<file path="src/sv/iht_pkg.sv">
// ----------------------------------------------------------------------------
// iht_pkg
// Shared types and constants for the image barrier hazard tracker: command
// codes, write-access bits, table geometry and the transfer payloads.
// ----------------------------------------------------------------------------
package iht_pkg;

   // Table geometry
   localparam int TABLE_ENTRIES = 16;
   localparam int IDX_W         = $clog2(TABLE_ENTRIES);
   localparam int CNT_W         = $clog2(TABLE_ENTRIES + 1);

   // Command codes
   localparam logic [1:0] CMD_ACCESS  = 2'd0;
   localparam logic [1:0] CMD_SET     = 2'd1;
   localparam logic [1:0] CMD_DISCARD = 2'd2;

   // Layout code for an untracked image
   localparam logic [31:0] LAYOUT_UNDEFINED = 32'd0;

   // Access bits that count as writes after reset
   localparam logic [63:0] ACC_SHADER_STORAGE_WRITE = 64'h0000_0000_0000_0040;
   localparam logic [63:0] ACC_COLOR_ATT_WRITE      = 64'h0000_0000_0000_0100;
   localparam logic [63:0] ACC_DEPTH_STENCIL_WRITE  = 64'h0000_0000_0000_0400;
   localparam logic [63:0] ACC_TRANSFER_WRITE       = 64'h0000_0000_0000_1000;
   localparam logic [63:0] ACC_HOST_WRITE           = 64'h0000_0000_0000_4000;
   localparam logic [63:0] ACC_MEMORY_WRITE         = 64'h0000_0000_0001_0000;
   localparam logic [63:0] WRITE_MASK_RESET = ACC_SHADER_STORAGE_WRITE
                                            | ACC_COLOR_ATT_WRITE
                                            | ACC_DEPTH_STENCIL_WRITE
                                            | ACC_TRANSFER_WRITE
                                            | ACC_HOST_WRITE
                                            | ACC_MEMORY_WRITE;

   typedef struct packed {
      logic [1:0]  cmd;
      logic [63:0] image_id;
      logic [31:0] layout;
      logic [63:0] stage_mask;
      logic [63:0] access_mask;
      logic [7:0]  aspect;
      logic [10:0] base_layer;
      logic [31:0] layer_count;
   } req_type;

   typedef struct packed {
      logic        barrier_valid;
      logic [63:0] barrier_image;
      logic [31:0] old_layout;
      logic [31:0] new_layout;
      logic [63:0] src_stage;
      logic [63:0] src_access;
      logic [63:0] dst_stage;
      logic [63:0] dst_access;
      logic [7:0]  out_aspect;
      logic [10:0] out_base_layer;
      logic [31:0] out_layer_count;
      logic        table_full;
   } rsp_type;

   // One tracked image as held in the table memory
   typedef struct packed {
      logic [63:0] image;
      logic [31:0] layout;
      logic [63:0] stage;
      logic [63:0] access;
   } entry_type;

   localparam int ENTRY_W = $bits(entry_type);

endpackage

</file>
<file path="src/sv/iht_ram.sv">
// ----------------------------------------------------------------------------
// iht_ram
// Generic single-write, single-read RAM with a registered read port.
// ----------------------------------------------------------------------------
module iht_ram #(
   parameter int WIDTH = 8,
   parameter int DEPTH = 16
) (
   input  logic                     clock,
   input  logic                     we,
   input  logic [$clog2(DEPTH)-1:0] waddr,
   input  logic [WIDTH-1:0]         wdata,
   input  logic [$clog2(DEPTH)-1:0] raddr,
   output logic [WIDTH-1:0]         rdata
);

   logic [WIDTH-1:0] mem [DEPTH];
   logic [WIDTH-1:0] rdata_ff;

   // Write port and registered read port
   always_ff @(posedge clock) begin
      if (we) begin
         mem[waddr] <= wdata;
      end
      rdata_ff <= mem[raddr];
   end

   assign rdata = rdata_ff;

endmodule

</file>
<file path="src/sv/image_barrier_hazard_tracker_top.sv">
// ----------------------------------------------------------------------------
// image_barrier_hazard_tracker_top
// Tracks layout, stage and access state per image in a small table memory and
// issues a barrier description whenever a declared access hazards or changes
// layout.
//
//   Channel | Ports                          | Direction | Moves
//   --------+--------------------------------+-----------+-------------------
//   req     | req_valid req_stall req_payload| in        | one command
//   rsp     | rsp_valid rsp_stall rsp_payload| out       | one result/command
//   csr     | csr_we csr_wdata               | in        | write mask
//
// The table memory has one read port and is swept once per command: one read
// a cycle over all TABLE_ENTRIES entries, each entry checked in the cycle after
// its read. The result is registered once the sweep ends, and a new command is
// taken only after the last one has finished its sweep and completed.
// Reset clears the entry valid flags at once; no clearing pass follows.
// A finished result waits in the output register while the next command is
// taken; the command only completes once that register is free.
// ----------------------------------------------------------------------------
module image_barrier_hazard_tracker_top (
   input  logic             clock,
   input  logic             reset,
   input  logic             req_valid,
   output logic             req_stall,
   input  iht_pkg::req_type req_payload,
   output logic             rsp_valid,
   input  logic             rsp_stall,
   output iht_pkg::rsp_type rsp_payload,
   input  logic             csr_we,
   input  logic [63:0]      csr_wdata
);
   import iht_pkg::*;

   localparam logic [1:0] ST_IDLE = 2'd0;
   localparam logic [1:0] ST_SCAN = 2'd1;
   localparam logic [1:0] ST_DONE = 2'd2;

   logic [1:0]               state_ff, state_in;
   req_type                  req_ff, req_in;
   logic [CNT_W-1:0]         scan_cnt_ff, scan_cnt_in;
   logic                     chk_ff, chk_in;
   logic [IDX_W-1:0]         chk_idx_ff, chk_idx_in;
   logic                     found_ff, found_in;
   logic [IDX_W-1:0]         slot_ff, slot_in;
   entry_type                cur_ff, cur_in;
   logic                     free_ok_ff, free_ok_in;
   logic [IDX_W-1:0]         free_idx_ff, free_idx_in;
   logic [TABLE_ENTRIES-1:0] valid_ff, valid_in;
   logic [63:0]              wmask_ff, wmask_in;
   logic                     rsp_valid_ff, rsp_valid_in;
   rsp_type                  rsp_ff, rsp_in;

   logic             ram_we;
   logic [IDX_W-1:0] ram_waddr;
   entry_type        ram_wdata;
   entry_type        ram_rdata;
   logic [ENTRY_W-1:0] ram_rbits;

   logic [31:0]      cur_lay;
   logic [63:0]      cur_st;
   logic [63:0]      cur_ac;
   logic             hazard;
   logic             have_slot;
   logic [IDX_W-1:0] tgt_slot;
   logic             rsp_free;
   rsp_type          res;

   iht_ram #(
      .WIDTH(ENTRY_W),
      .DEPTH(TABLE_ENTRIES)
   ) u_table (
      .clock(clock),
      .we   (ram_we),
      .waddr(ram_waddr),
      .wdata(ram_wdata),
      .raddr(scan_cnt_ff[IDX_W-1:0]),
      .rdata(ram_rbits)
   );

   assign ram_rdata = entry_type'(ram_rbits);

   // Tracked state as seen by the command; untracked reads as undefined
   always_comb begin
      cur_lay   = found_ff ? cur_ff.layout : LAYOUT_UNDEFINED;
      cur_st    = found_ff ? cur_ff.stage  : 64'd0;
      cur_ac    = found_ff ? cur_ff.access : 64'd0;
      hazard    = ((req_ff.access_mask & wmask_ff) != 64'd0)
               || ((cur_ac & wmask_ff) != 64'd0);
      have_slot = found_ff || free_ok_ff;
      tgt_slot  = found_ff ? slot_ff : free_idx_ff;
      rsp_free  = !rsp_valid_ff || !rsp_stall;
   end

   // Build the result and the write-back for the finishing command
   always_comb begin
      res       = '0;
      ram_we    = 1'b0;
      ram_waddr = tgt_slot;
      ram_wdata = '{image: req_ff.image_id, layout: req_ff.layout,
                    stage: req_ff.stage_mask, access: req_ff.access_mask};
      case (req_ff.cmd)
         CMD_ACCESS: begin
            res.table_full = !have_slot;
            ram_we         = have_slot;
            if (cur_lay == req_ff.layout && !hazard) begin
               ram_wdata.layout = cur_lay;
               ram_wdata.stage  = cur_st | req_ff.stage_mask;
               ram_wdata.access = cur_ac | req_ff.access_mask;
            end else begin
               res.barrier_valid   = 1'b1;
               res.barrier_image   = req_ff.image_id;
               res.old_layout      = cur_lay;
               res.new_layout      = req_ff.layout;
               res.src_stage       = (cur_lay == LAYOUT_UNDEFINED) ? 64'd0 : cur_st;
               res.src_access      = (cur_lay == LAYOUT_UNDEFINED) ? 64'd0 : cur_ac;
               res.dst_stage       = req_ff.stage_mask;
               res.dst_access      = req_ff.access_mask;
               res.out_aspect      = req_ff.aspect;
               res.out_base_layer  = req_ff.base_layer;
               res.out_layer_count = req_ff.layer_count;
            end
         end
         CMD_SET: begin
            res.table_full = !have_slot;
            ram_we         = have_slot;
         end
         default: begin
         end
      endcase
      // Hold the write until the result can be taken
      ram_we = ram_we && state_ff == ST_DONE && rsp_free;
   end

   // Sequencer: take a command, sweep the table, then complete
   always_comb begin
      state_in     = state_ff;
      req_in       = req_ff;
      scan_cnt_in  = scan_cnt_ff;
      chk_in       = 1'b0;
      chk_idx_in   = scan_cnt_ff[IDX_W-1:0];
      found_in     = found_ff;
      slot_in      = slot_ff;
      cur_in       = cur_ff;
      free_ok_in   = free_ok_ff;
      free_idx_in  = free_idx_ff;
      valid_in     = valid_ff;
      wmask_in     = csr_we ? csr_wdata : wmask_ff;
      rsp_valid_in = rsp_valid_ff && rsp_stall;
      rsp_in       = rsp_ff;
      case (state_ff)
         ST_IDLE: begin
            if (req_valid) begin
               req_in      = req_payload;
               scan_cnt_in = '0;
               found_in    = 1'b0;
               free_ok_in  = 1'b0;
               state_in    = ST_SCAN;
            end
         end
         ST_SCAN: begin
            // Issue one read a cycle
            if (scan_cnt_ff < CNT_W'(TABLE_ENTRIES)) begin
               chk_in      = 1'b1;
               scan_cnt_in = scan_cnt_ff + CNT_W'(1);
            end
            // Check the entry read last cycle
            if (chk_ff) begin
               if (valid_ff[chk_idx_ff] && ram_rdata.image == req_ff.image_id
                   && !found_ff) begin
                  found_in = 1'b1;
                  slot_in  = chk_idx_ff;
                  cur_in   = ram_rdata;
               end
               if (!valid_ff[chk_idx_ff] && !free_ok_ff) begin
                  free_ok_in  = 1'b1;
                  free_idx_in = chk_idx_ff;
               end
               if (chk_idx_ff == IDX_W'(TABLE_ENTRIES - 1)) begin
                  state_in = ST_DONE;
               end
            end
         end
         ST_DONE: begin
            if (rsp_free) begin
               rsp_in       = res;
               rsp_valid_in = 1'b1;
               state_in     = ST_IDLE;
               if (ram_we) begin
                  valid_in[tgt_slot] = 1'b1;
               end
               if (req_ff.cmd == CMD_DISCARD && found_ff) begin
                  valid_in[slot_ff] = 1'b0;
               end
            end
         end
         default: begin
            state_in = ST_IDLE;
         end
      endcase
   end

   // Control registers
   always_ff @(posedge clock) begin
      if (reset) begin
         state_ff     <= ST_IDLE;
         chk_ff       <= 1'b0;
         valid_ff     <= '0;
         wmask_ff     <= WRITE_MASK_RESET;
         rsp_valid_ff <= 1'b0;
      end else begin
         state_ff     <= state_in;
         chk_ff       <= chk_in;
         valid_ff     <= valid_in;
         wmask_ff     <= wmask_in;
         rsp_valid_ff <= rsp_valid_in;
      end
   end

   // Payload and scan registers
   always_ff @(posedge clock) begin
      req_ff      <= req_in;
      scan_cnt_ff <= scan_cnt_in;
      chk_idx_ff  <= chk_idx_in;
      found_ff    <= found_in;
      slot_ff     <= slot_in;
      cur_ff      <= cur_in;
      free_ok_ff  <= free_ok_in;
      free_idx_ff <= free_idx_in;
      rsp_ff      <= rsp_in;
   end

   assign req_stall   = state_ff != ST_IDLE;
   assign rsp_valid   = rsp_valid_ff;
   assign rsp_payload = rsp_ff;

endmodule

</file>
<file path="config.mk">
export PLATFORM = sky130hd
export DESIGN_NAME = image_barrier_hazard_tracker_top
export DESIGN_NICKNAME = d
export VERILOG_FILES = /design/src/sv/iht_pkg.sv /design/src/sv/iht_ram.sv /design/src/sv/image_barrier_hazard_tracker_top.sv
export SDC_FILE = /design/constraint.sdc
export NUM_CORES = 2
export LEC_CHECK = 0
export ABC_CLOCK_PERIOD_IN_PS = 54000
export BUFFER_PORTS_ARGS = -buffer_cell sky130_fd_sc_hd__buf_2
export CORE_MARGIN = 5
export CORE_UTILIZATION = 40
export CTS_CLUSTER_SIZE = 16
export DETAILED_ROUTE_END_ITERATION = 16
export GPL_TIMING_DRIVEN = 0
export HOLD_SLACK_MARGIN = 0.02
export PLACE_DENSITY = 0.57
export SLEW_MARGIN = 20
export SYNTH_ARGS = -nofsm -noshare
export SYNTH_HDL_FRONTEND = slang
export SYNTH_HIERARCHICAL = 1
export SYNTH_SLANG_ARGS = --single-unit
</file>
<file path="constraint.sdc">
create_clock -name clock -period 54 [get_ports clock]
set_clock_uncertainty 0.15 [all_clocks]
set_input_delay 10.8 -clock clock [delete_from_list [all_inputs] [get_ports clock]]
set_output_delay 10.8 -clock clock [all_outputs]
set_load 0.03 [all_outputs]
</file>
==> impl_metrics.json <==
{
  "path_clk_slew_ps": 60,
  "grt_overflow": 0,
  "synth_flop_cell": "edfxtp_1",
  "crit_type": "input pin to flip-flop",
  "cts_root_buf": "clkbuf_16",
  "hold_slack_ps": 224,
  "p_int_mw": 6.25,
  "place_hpwl_um": 472000,
  "final_layout_size_suffix_gt1_frac": 0.300,
  "gp_congestion": 0.978,
  "cts_tree": "yes",
  "avgViaCountPerCell": 5.98,
  "ys_async_sr_fraction": 0,
  "ys_seq_area_frac": 0.791,
  "start_util": 0.402,
  "max-clock-path-buffers": 4,
  "ir_drop_mv": 0.0319,
  "p_sw_frac": 0.232,
  "worstSetupStartpointType": "input pin",
  "status": "finished clean",
  "seq_power_share": 0.514,
  "drt_pre_antenna_iters": 8,
  "rows": 244,
  "cp_common_cell": "buf_4",
  "grt_pass1_wl_um": 861000,
  "fin_crit_sh": 0.270,
  "die_h_um": 676,
  "drt_wl_total_um": 649000,
  "wl_per_cell_um": 38.8,
  "die_w_um": 676,
  "relSlewSlack": 0.139,
  "cts_resized": 0,
  "fmax_mhz": 68.5,
  "syn-instance-count": 8633,
  "rsz0062_at_grt": "false",
  "placed_cells": 15800,
  "clkPwrFrac": 0.417,
  "hold_buffers": 0,
  "ys_types": 62,
  "synth_edf_count": 4473,
  "cts_max_level": 5,
  "grt_start_max_net_pins": 28,
  "crit_chain": "buf_2 -> a21oi_4 -> nand2_1 -> inv_1 -> nand3b_1 -> nor3_2 -> buf_4 -> buf_6 -> buf_4 -> buf_6 -> buf_4 -> buf_4 -> buf_4 -> buf_4 -> buf_4 -> buf_4",
  "drc": 0,
  "period_minus_slack_ps": 14600,
  "port_buffers": 783,
  "syn_area_sq_um": 178000,
  "avgSynthCellArea_sq_um": 20.6,
  "vias": 99900,
  "power_frac_comb": 0.070,
  "io_pins": 785,
  "grt.total_usage": 0.276,
  "yosys_warnings": 6,
  "endpoint_kind": "flip-flop",
  "slowest_delay_ps": 650,
  "setup-violations-final": 0,
  "syn_to_final_growth_pct": 19.9,
  "die-area_sq_um": 457000,
  "hold_viol_final": 0,
  "critPathMaxFanout": 11,
  "core_area_sq_um": 442000,
  "nets": 10700,
  "yosys.area.top_type_share": 0.756,
  "drt_iter0_drc": 14000,
  "ant_nets": 0,
  "syn-num-nets": 8980,
  "cts.sinks": 4785,
  "post_cts.repair.setup_buffers": 0,
  "clkLatencyLatePin_ps": 1040,
  "tns_ps": 0,
  "drv_cap": 0,
  "required_ps": 54550,
  "leakagePower_nw": 70.6,
  "power_density_nw_per_um2": 38.2,
  "crit_arrival_ps": 15150,
  "synthTopCellsByArea": "edfxtp_1 76%, mux4_2 11%, dfxtp_1 3.5%",
  "cts_buffers": 483,
  "slew_violations": 0,
  "grt_pass1_vias": 97000,
  "antenna_found_initial": 80,
  "yosysTopAreaCell": "edfxtp_1",
  "ys_ff_latch": 4785,
  "p_sw_mw": 1.89,
  "slowest_stage": "nor3_2",
  "finalNonFillerCells": 16700,
  "max_slew.worst_pin.slew_ps": 1290,
  "hold_path.class": "flip-flop to flip-flop"
}
-- cells in the final DEF (no fill, tap or decap), drive strengths merged, types with 104 or more instances in the layout --
master	n
dfxtp	312
clkinv	174
mux2	117
buf	1499
a21oi	439
a41o	128
mux2i	104
nand3	146
clkbuf	950
mux4	838
nand2	482
edfxtp	4473
a22oi	426
-- state kept, by name, summed over array words and instances, names as in the netlist --
signal and flops:
chk_ff 1, ram_wdata 64, valid_ff 16, u_table/mem 3584
wmask_ff 64, scan_cnt_ff 5, req_ff 213, cur_ff 160
chk_idx_ff 4, rsp_valid 1, found_ff 1, rsp_payload 437
state_ff 2, free_idx_ff 4, u_table/rdata 224, free_ok_ff 1
slot_ff 4
-- cell families after synthesis --
family          count (synthesis)  share of synthesized area
mux                          1059                      0.120
buf+inv                       606                     0.0161
xor+xnor                       59                    0.00291
simple gates                  924                     0.0234
fa+ha+maj                       1                  0.0000704
compound gates               1199                     0.0464
flops                        4785                      0.791
-- cell usage after synthesis, types with 57 or more instances --
cell type,count
nand3_1,146
mux2_2,117
mux4_2,838
dfxtp_1,312
buf_2,142
nor2b_1,57
buf_4,90
clkbuf_1,293
nand2_1,482
nor2_1,100
a41o_1,128
edfxtp_1,4473
a22oi_1,426
a21oi_1,439
mux2i_1,104
-- stage by stage --
step | power [mW] | area, sq um | worst slack, ps | utilization
CTS | 8.17 | 213000 | 39480 | 0.481
finish | 8.14 | 213000 | 39400 | 0.482
floorplan | 4.53 | 178000 | 2240 | -
global placement | 4.81 | 189000 | -37320 | 0.427
detailed placement | 4.81 | 197000 | 38440 | 0.445
global route | 8.35 | 213000 | 39350 | 0.482
-- final timing paths --
kind | startpoint | to | slack, ps | cells past startpoint
max | rsp_stall | u_table/mem[8][113]$_DFFE_PP_ | 39400 | 16
min | u_table/rdata[114]$_DFF_P_ | cur_ff[114]$_DFFE_PP_ | 220 | 0
max reg2reg | found_ff$_DFFE_PP_ | u_table/mem[8][113]$_DFFE_PP_ | 47000 | 17
min reg2reg | u_table/rdata[114]$_DFF_P_ | cur_ff[114]$_DFFE_PP_ | 220 | 0
-- power groups by stage --
stage | registers, mW | clock network [mW] | logic, mW
finish | 4.18 | 3.39 | 0.567
floorplan | 4.21 | 0 | 0.315
detailed placement | 4.26 | 0 | 0.558
CTS | 4.18 | 3.43 | 0.561
global placement | 4.27 | 0 | 0.542
global route | 4.18 | 3.58 | 0.587
-- metal layers --
metal / global-route usage / routed length (um) / vias up / share of wire
li1: - / - / 39200 / -
met1: 0.353 / 238000 / 53300 / 0.37
met2: 0.417 / 293000 / 6160 / 0.45
met3: 0.0805 / 69000 / 1267 / 0.11
met4: 0.172 / 47800 / 50 / 0.074
met5: 0.00385 / 740 / - / 0.0011
-- layout make-up --
cell class,count,area (sq um)
multi-input cells,3242,34400
fillers,36500,229000
clock inverters,257,2710
inverters,37,139
well taps,5904,7390
plain buffers,569,2800
repair buffers,1224,11600
diodes,49,123
flip-flops and latches,4785,141000
clock buffers,656,13300
-- worst max-delay path: cells and delay by family --
| family | cells | cell delay [ps] |
|---|---|---|
| and+or+nand+nor | 3 | 1250 |
| AOI/OAI and AO/OA | 1 | 470 |
| buffers and inverters | 12 | 2590 |
Power figures use the tool's default switching activity.
